`config.mk`:
```
export PLATFORM = sky130hd
export DESIGN_NAME = calendar_clock_counter_unit
export DESIGN_NICKNAME = d
export VERILOG_FILES = /design/src/sv/ccc_pkg.sv /design/src/sv/calendar_clock_counter_unit.sv
export VERILOG_INCLUDE_DIRS = /design/src /design/src/sv
export SDC_FILE = /design/constraint.sdc
export NUM_CORES = 1
export LEC_CHECK = 0
export ABC_AREA = 1
export BUFFER_PORTS_ARGS = -buffer_cell sky130_fd_sc_hd__buf_2
export CAP_MARGIN = 5
export CORE_MARGIN = 10
export CORE_UTILIZATION = 55
export DETAILED_ROUTE_END_ITERATION = 8
export PLACE_DENSITY = 0.81
export SLEW_MARGIN = 40
export SYNTH_ARGS = -nofsm -noshare
export SYNTH_HDL_FRONTEND = slang
export SYNTH_SLANG_ARGS = --single-unit
```
`constraint.sdc`:
```
create_clock -name clk_i -period 3.53 [get_ports clk_i]
set_input_delay 0.353 -clock clk_i [delete_from_list [all_inputs] [get_ports clk_i]]
set_output_delay 0.353 -clock clk_i [all_outputs]
set_load 0.02 [all_outputs]
```
`src/sv/calendar_clock_counter_unit_macros.svh`:
```
// ---------------------------------------------------------------------------
// calendar clock counter assertion macros
// concurrent assertion helpers; they compile to nothing under synthesis
// ---------------------------------------------------------------------------
`ifndef CALENDAR_CLOCK_COUNTER_UNIT_MACROS_SVH
`define CALENDAR_CLOCK_COUNTER_UNIT_MACROS_SVH

`ifndef SYNTHESIS
// checked only outside reset
`define CCC_ASSERT(lbl, clk, rstn, prop) \
  lbl: assert property (@(posedge clk) disable iff (!rstn) prop) \
    else $error("calendar clock counter assertion failed");
// checked on every edge, reset included
`define CCC_ASSERT_ALWAYS(lbl, clk, prop) \
  lbl: assert property (@(posedge clk) prop) \
    else $error("calendar clock counter assertion failed");
`else
`define CCC_ASSERT(lbl, clk, rstn, prop)
`define CCC_ASSERT_ALWAYS(lbl, clk, prop)
`endif

`endif

```
`src/sv/ccc_pkg.sv`:
```
// ---------------------------------------------------------------------------
// calendar clock counter package
// field widths, counter limits, reset values and the month length lookup
// ---------------------------------------------------------------------------
package ccc_pkg;

  // field widths
  localparam int unsigned HourW  = 5;
  localparam int unsigned SetW   = 6;
  localparam int unsigned MinW   = 6;
  localparam int unsigned SecW   = 6;
  localparam int unsigned YearW  = 16;
  localparam int unsigned MonthW = 4;
  localparam int unsigned DayW   = 5;

  // counter limits
  localparam logic [HourW-1:0]  HourMax   = HourW'(23);
  localparam logic [MinW-1:0]   MinMax    = MinW'(59);
  localparam logic [SecW-1:0]   SecMax    = SecW'(59);
  localparam logic [MonthW-1:0] MonthMin  = MonthW'(1);
  localparam logic [MonthW-1:0] MonthMax  = MonthW'(12);
  localparam logic [DayW-1:0]   DayMin    = DayW'(1);

  // month codes with a length other than 31
  localparam logic [MonthW-1:0] MonthFeb = MonthW'(2);
  localparam logic [MonthW-1:0] MonthApr = MonthW'(4);
  localparam logic [MonthW-1:0] MonthJun = MonthW'(6);
  localparam logic [MonthW-1:0] MonthSep = MonthW'(9);
  localparam logic [MonthW-1:0] MonthNov = MonthW'(11);

  // values after reset
  localparam logic [HourW-1:0]  HourRst  = HourW'(23);
  localparam logic [MinW-1:0]   MinRst   = MinW'(59);
  localparam logic [SecW-1:0]   SecRst   = SecW'(56);
  localparam logic [YearW-1:0]  YearRst  = YearW'(2004);
  localparam logic [MonthW-1:0] MonthRst = MonthW'(12);
  localparam logic [DayW-1:0]   DayRst   = DayW'(31);

  // days in a month; leap year when the low two year bits are zero
  function automatic logic [DayW-1:0] month_len(input logic [1:0]        year_lo,
                                                input logic [MonthW-1:0] month);
    logic [DayW-1:0] len;
    case (month)
      MonthFeb: len = (year_lo == 2'b00) ? DayW'(29) : DayW'(28);
      MonthApr, MonthJun, MonthSep, MonthNov: len = DayW'(30);
      default: len = DayW'(31);
    endcase
    return len;
  endfunction

endpackage

```
`src/sv/calendar_clock_counter_unit.sv`:
```
// ---------------------------------------------------------------------------
// calendar clock counter unit
// real-time clock and calendar advanced by one-second ticks or loaded by set
// ---------------------------------------------------------------------------
// Each input beat is a one-second tick (mode_i = 0) or a load of time and
// date (mode_i = 1). The block takes one beat per clock cycle while the
// result side is not stalled; a beat passes through an input register and
// a result register, with the carry chain and month length lookup between
// them. Every beat gives exactly one result beat holding the time and date
// after it plus day and year rollover flags. After reset the clock reads
// 2004-12-31 23:59:56.
module calendar_clock_counter_unit (
  input  logic                          clk_i,
  input  logic                          rst_ni,
  input  logic                          in_valid_i,
  output logic                          in_ready_o,
  input  logic                          mode_i,
  input  logic [ccc_pkg::SetW-1:0]      set_hour_i,
  input  logic [ccc_pkg::SetW-1:0]      set_minute_i,
  input  logic [ccc_pkg::SetW-1:0]      set_second_i,
  input  logic [ccc_pkg::YearW-1:0]     set_year_i,
  input  logic [ccc_pkg::MonthW-1:0]    set_month_i,
  input  logic [ccc_pkg::DayW-1:0]      set_day_i,
  output logic                          out_valid_o,
  input  logic                          out_ready_i,
  output logic [ccc_pkg::HourW-1:0]     hour_out_o,
  output logic [ccc_pkg::MinW-1:0]      minute_out_o,
  output logic [ccc_pkg::SecW-1:0]      second_out_o,
  output logic [ccc_pkg::YearW-1:0]     year_out_o,
  output logic [ccc_pkg::MonthW-1:0]    month_out_o,
  output logic [ccc_pkg::DayW-1:0]      day_out_o,
  output logic                          day_rollover_o,
  output logic                          year_rollover_o
);

`include "calendar_clock_counter_unit_macros.svh"

  // input register
  logic                         in_vld_q;
  logic                         mode_q;
  logic [ccc_pkg::SetW-1:0]     set_hour_q, set_minute_q, set_second_q;
  logic [ccc_pkg::YearW-1:0]    set_year_q;
  logic [ccc_pkg::MonthW-1:0]   set_month_q;
  logic [ccc_pkg::DayW-1:0]     set_day_q;

  // clock and calendar state
  logic [ccc_pkg::HourW-1:0]    hour_q, hour_d;
  logic [ccc_pkg::MinW-1:0]     min_q, min_d;
  logic [ccc_pkg::SecW-1:0]     sec_q, sec_d;
  logic [ccc_pkg::YearW-1:0]    year_q, year_d;
  logic [ccc_pkg::MonthW-1:0]   month_q, month_d;
  logic [ccc_pkg::DayW-1:0]     day_q, day_d;
  logic                         day_rov_d, year_rov_d;

  // result register
  logic                         out_vld_q;
  logic                         day_rov_q, year_rov_q;
  logic [ccc_pkg::HourW-1:0]    hour_out_q;
  logic [ccc_pkg::MinW-1:0]     min_out_q;
  logic [ccc_pkg::SecW-1:0]     sec_out_q;
  logic [ccc_pkg::YearW-1:0]    year_out_q;
  logic [ccc_pkg::MonthW-1:0]   month_out_q;
  logic [ccc_pkg::DayW-1:0]     day_out_q;

  logic                         adv;
  logic [ccc_pkg::DayW-1:0]     cur_len, load_len;
  logic [ccc_pkg::MonthW-1:0]   load_month;

  // flow control
  assign adv        = in_vld_q && (!out_vld_q || out_ready_i);
  assign in_ready_o = !in_vld_q || adv;

  always_ff @(posedge clk_i or negedge rst_ni) begin
    if (!rst_ni) begin
      in_vld_q <= 1'b0;
    end else if (in_ready_o) begin
      in_vld_q <= in_valid_i;
    end
  end

  // capture the input beat
  always_ff @(posedge clk_i) begin
    if (in_ready_o && in_valid_i) begin
      mode_q       <= mode_i;
      set_hour_q   <= set_hour_i;
      set_minute_q <= set_minute_i;
      set_second_q <= set_second_i;
      set_year_q   <= set_year_i;
      set_month_q  <= set_month_i;
      set_day_q    <= set_day_i;
    end
  end

  // month lengths for the tick and for the load
  assign cur_len    = ccc_pkg::month_len(year_q[1:0], month_q);
  assign load_month = (set_month_q < ccc_pkg::MonthMin) ? ccc_pkg::MonthMin :
                      (set_month_q > ccc_pkg::MonthMax) ? ccc_pkg::MonthMax :
                      set_month_q;
  assign load_len   = ccc_pkg::month_len(set_year_q[1:0], load_month);

  // next state: clamped load or carry chain
  always_comb begin
    hour_d     = hour_q;
    min_d      = min_q;
    sec_d      = sec_q;
    year_d     = year_q;
    month_d    = month_q;
    day_d      = day_q;
    day_rov_d  = 1'b0;
    year_rov_d = 1'b0;
    if (mode_q) begin
      hour_d  = (set_hour_q > ccc_pkg::SetW'(ccc_pkg::HourMax)) ? ccc_pkg::HourMax :
                set_hour_q[ccc_pkg::HourW-1:0];
      min_d   = (set_minute_q > ccc_pkg::MinMax) ? ccc_pkg::MinMax : set_minute_q;
      sec_d   = (set_second_q > ccc_pkg::SecMax) ? ccc_pkg::SecMax : set_second_q;
      year_d  = set_year_q;
      month_d = load_month;
      day_d   = (set_day_q < ccc_pkg::DayMin) ? ccc_pkg::DayMin :
                (set_day_q > load_len) ? load_len : set_day_q;
    end else if (sec_q < ccc_pkg::SecMax) begin
      sec_d = sec_q + ccc_pkg::SecW'(1);
    end else begin
      sec_d = '0;
      if (min_q < ccc_pkg::MinMax) begin
        min_d = min_q + ccc_pkg::MinW'(1);
      end else begin
        min_d = '0;
        if (hour_q < ccc_pkg::HourMax) begin
          hour_d = hour_q + ccc_pkg::HourW'(1);
        end else begin
          hour_d    = '0;
          day_rov_d = 1'b1;
          if (day_q < cur_len) begin
            day_d = day_q + ccc_pkg::DayW'(1);
          end else begin
            day_d = ccc_pkg::DayMin;
            if (month_q < ccc_pkg::MonthMax) begin
              month_d = month_q + ccc_pkg::MonthW'(1);
            end else begin
              month_d    = ccc_pkg::MonthMin;
              year_d     = year_q + ccc_pkg::YearW'(1);
              year_rov_d = 1'b1;
            end
          end
        end
      end
    end
  end

  // state registers
  always_ff @(posedge clk_i or negedge rst_ni) begin
    if (!rst_ni) begin
      hour_q  <= ccc_pkg::HourRst;
      min_q   <= ccc_pkg::MinRst;
      sec_q   <= ccc_pkg::SecRst;
      year_q  <= ccc_pkg::YearRst;
      month_q <= ccc_pkg::MonthRst;
      day_q   <= ccc_pkg::DayRst;
    end else if (adv) begin
      hour_q  <= hour_d;
      min_q   <= min_d;
      sec_q   <= sec_d;
      year_q  <= year_d;
      month_q <= month_d;
      day_q   <= day_d;
    end
  end

  // result valid
  always_ff @(posedge clk_i or negedge rst_ni) begin
    if (!rst_ni) begin
      out_vld_q <= 1'b0;
    end else if (adv) begin
      out_vld_q <= 1'b1;
    end else if (out_ready_i) begin
      out_vld_q <= 1'b0;
    end
  end

  // result payload
  always_ff @(posedge clk_i) begin
    if (adv) begin
      hour_out_q  <= hour_d;
      min_out_q   <= min_d;
      sec_out_q   <= sec_d;
      year_out_q  <= year_d;
      month_out_q <= month_d;
      day_out_q   <= day_d;
      day_rov_q   <= day_rov_d;
      year_rov_q  <= year_rov_d;
    end
  end

  assign out_valid_o     = out_vld_q;
  assign hour_out_o      = hour_out_q;
  assign minute_out_o    = min_out_q;
  assign second_out_o    = sec_out_q;
  assign year_out_o      = year_out_q;
  assign month_out_o     = month_out_q;
  assign day_out_o       = day_out_q;
  assign day_rollover_o  = day_rov_q;
  assign year_rollover_o = year_rov_q;

  // checks
  `CCC_ASSERT(a_year_implies_day, clk_i, rst_ni, out_vld_q && year_rov_q |-> day_rov_q)
  `CCC_ASSERT(a_day_rov_midnight, clk_i, rst_ni,
              out_vld_q && day_rov_q |-> hour_out_q == '0 && min_out_q == '0 && sec_out_q == '0)
  `CCC_ASSERT(a_adv_gives_result, clk_i, rst_ni, adv |=> out_vld_q)
  `CCC_ASSERT(a_state_holds, clk_i, rst_ni,
              !adv |=> $stable({hour_q, min_q, sec_q, year_q, month_q, day_q}))
  `CCC_ASSERT(a_state_in_range, clk_i, rst_ni,
              hour_q <= ccc_pkg::HourMax && sec_q <= ccc_pkg::SecMax &&
              month_q >= ccc_pkg::MonthMin && month_q <= ccc_pkg::MonthMax)
  `CCC_ASSERT_ALWAYS(a_reset_clears_valid, clk_i, !rst_ni |=> !out_vld_q && !in_vld_q)

endmodule
```
==> metrics.md <==
| Metric | Value |
|---|---|
| R2R Path End | month_q[0] |
| Reg-to-reg critical path startpoint | month_q[0] |
| Die area | 15900 um^2 |
| Yosys cell types | 42 |
| Commonest cells after routing, fill and taps aside | nand2_1, buf_2, edfxtp_1, inv_1, o21ai_0 |
| FF+latch area | 3780 um^2 |
| Vias | 4658 |
| CP required | 3.81 ns |
| CP max FO | 12 |
| HP Start | set_year_i[12] |
| Dpl cell area | just under 7000 um^2 |
| Yosys warnings | 0 |
| Antenna viol nets, final | 0 |
| TritonCTS clock tree | done |
| Clock root buffer | clkbuf_16 |
| Post-layout util | 0.682 |
| First-pass GRT wire length | between 20000 and 25000 um |
| Syn Nets | just under 700 |
| CTS max path bufs | 2 |
| Total grt overflow | 0 |
| Leak | 3.31 nW |
| Crit path kind | flop to flop |
| Routed length per instance | 15.7 um |
| CP arrival | 2.89 ns |
| Total GRT Usage | 0.174 |
| # Max-Cap Violations | 0 |
| 1st-pass router iterations | 5 |
| FILL cells | 820 |
| Setup tns final | 0 ns |
| WL final | 13600 um |
| #FFs+latches synth | 132 |
| Worst R2R Setup Slack | just over 0.9 ns |
| Cell Pwr Density | 689 nW/um^2 |
| VDD IR-drop max | 0.386 mV |
| H-tree depth | 4 |
| Post-DP HPWL | 9240 um |
| Register area share after synthesis | 0.608 |
| Async set or reset register ratio after synthesis | 0.333 |
| Worst-skew pair later-pin latency | 0.42 ns |
| Setup crit start kind | flop |
| # IOs | 94 |
| Setup WS post-layout | a little over 0.9 ns |
| Leading register cell type out of synthesis | edfxtp_1 |
| Worst slew pin tran | 0.611 ns |
| Worst Skew | 0.00595 ns |
| Clk sinks | 132 |
| # setup viols final | 0 |
| Port Buf Inserts | 93 |
| Worst-path clk slew | 0.06 ns |
| Placement Setup Slack | 0.955 ns |
| Min Tclk post-route | 2.61 ns |
| Synth top area share | 0.426 |
| Vias in the first global route | 4743 |
| Final instance area | approximately 7500 um^2 |
| Core area | ~11000 um^2 |
| Cell Area, Synth | 6210 um^2 |
| Min-Delay Path Depth | 1 |
| Area of the multi-input gates | about 2100 um^2 |
| Num CTS Buffers | 17 |
| Final period util | 0.740 |
| Initial antenna violation count | 0 |
| Residual DRC | 0 |
| Commonest non-fill, non-tap cell in the layout | nand2_1 |
| Endpoint type of the worst setup path | flop |
| Worst hold-check path type | input pin to flop |
| Post-CTS Setup Inserts | 0 |
| Worst hold endpoint | set_year_q[12] |
| Reg2Reg Depth | 16 |
| Site row count | 38 |
| Layout cell share with drive strength beyond 1 | 0.267 |
| Syn_area_per_cell | 10.1 um^2 |
| Layout area overhead | 20.2% |
| Post-synth EDFFs | 88 |
| Synth top area cells | edfxtp_1, dfstp_2, nand2_1 |
| Max Transition Viols Final | 0 |
| Max_slew headroom | 0.593 |
| Unrepaired setup endpoints after global routing | false |
| Die width | around 130 um |
| Largest net degree at the start of global routing | 79 |
| Die Y | 126 um |
| Total power | 5.14 mW |
| Nets | 777 |
| Routability cong. | 0.892 |
| Final Hold Viols | 0 |
| Mapped Cells | roughly 610 |
| DR vias/cell | 5.36 |
| Starting Density | 0.568 |
| Cell taking the most area after synthesis | edfxtp_1 |
| Initial DRC count | 320 |
| Ant diodes | 0 |
| Status | complete, no violations |
| Fmax | 383 MHz |
-- Yosys cell counts, drive strengths merged, types with 4 or more instances --
library cell and count:
a21oi 10, buf 5, clkbuf 12, dfrtp 18
dfstp 26, edfxtp 88, ha 13, inv 73
nand2 163, nand3 38, nand4 10, nor2 40
nor3 9, o211ai 4, o21ai 70, o22ai 6
xor2 8
-- worst max-delay path, stage by stage (launching register included) --
cell	delay, ns
dfrtp_1	0.43
inv_1	0.12
ha_1	0.25
inv_1	0.06
nor2_1	0.04
ha_1	0.26
nand2_1	0.05
nor3_1	0.18
nand2_1	0.09
nand2_2	0.26
nand2_4	0.14
inv_1	0.12
nor2_1	0.05
o21ai_0	0.15
nand2_1	0.09
nand2_1	0.07
o21ai_0	0.10
-- power breakdown --
group	internal [mW]	total [mW]	switching, mW
registers	2.08	2.29	0.210
logic	0.343	1.05	0.710
clock network	1.14	1.80	0.654
-- repair_timing --
action / in CTS / in global routing
hold buffers: 1 / 0
resized for setup: 0 / 0
hold endpoints to repair: 18 / 0
-- worst max path at each step --
stage / start / to
finish: month_q[0] / month_q[0]
global route: month_q[0] / month_q[0]
CTS: month_q[0] / month_q[0]
detailed placement: month_q[0] / month_q[0]
global placement: month_q[0] / year_out_o[0]
floorplan: out_valid_o / day_out_o[0]
-- cells by family (layout without fill, tap and decap cells) --
group                    after synthesis  in the layout  share of synthesized area
AO/OA/AOI/OAI                        102            102                     0.0925
adder cells (fa/ha/maj)               13             13                     0.0262
buffers and inverters                 91            207                     0.0573
AND/OR/NAND/NOR                      267            267                      0.204
XOR/XNOR                               8              8                     0.0113
flip-flops                           132            132                      0.608
-- layer usage --
layer / share of wire / routed length, um / GRT usage / vias to the layer above
met2: 0.50 / 6800 / 0.285 / 159
li1: - / - / - / 2290
met5: 0 / 0 / 0 / -
met1: 0.43 / 5830 / 0.216 / 2192
met4: 0.012 / 160 / 0.0596 / 0
met3: 0.061 / 832 / 0.0520 / 17
-- sequential cells by signal, summed over array words and instances (netlist names) --
| signal | flops |
|---|---|
| second_out_o | 6 |
| set_year_q | 16 |
| sec_q | 6 |
| day_q | 5 |
| mode_q | 1 |
| out_valid_o | 1 |
| in_vld_q | 1 |
| hour_out_o | 5 |
| hour_q | 5 |
| minute_out_o | 6 |
| set_month_q | 4 |
| year_rollover_o | 1 |
| year_q | 16 |
| set_second_q | 6 |
| min_q | 6 |
| month_q | 4 |
| day_out_o | 5 |
| set_hour_q | 6 |
| month_out_o | 4 |
| year_out_o | 16 |
| set_minute_q | 6 |
| day_rollover_o | 1 |
| set_day_q | 5 |
-- final cells by class --
class	count	share of cell area
repair buffers	101	0.0728
multi-input cells	390	0.278
well taps	140	0.0235
flip-flops and latches	132	0.506
clock buffers	19	0.0607
inverters	74	0.0377
clock inverters	13	0.0210
-- per-stage QoR --
step	instances	hold WS, ns
floorplan	613	0.0574
global placement	836	0.472
detailed placement	836	0.400
CTS	869	0.0943
global route	869	0.0913
finish	869	0.107
Note: power is estimated with default switching activity, not from simulation.
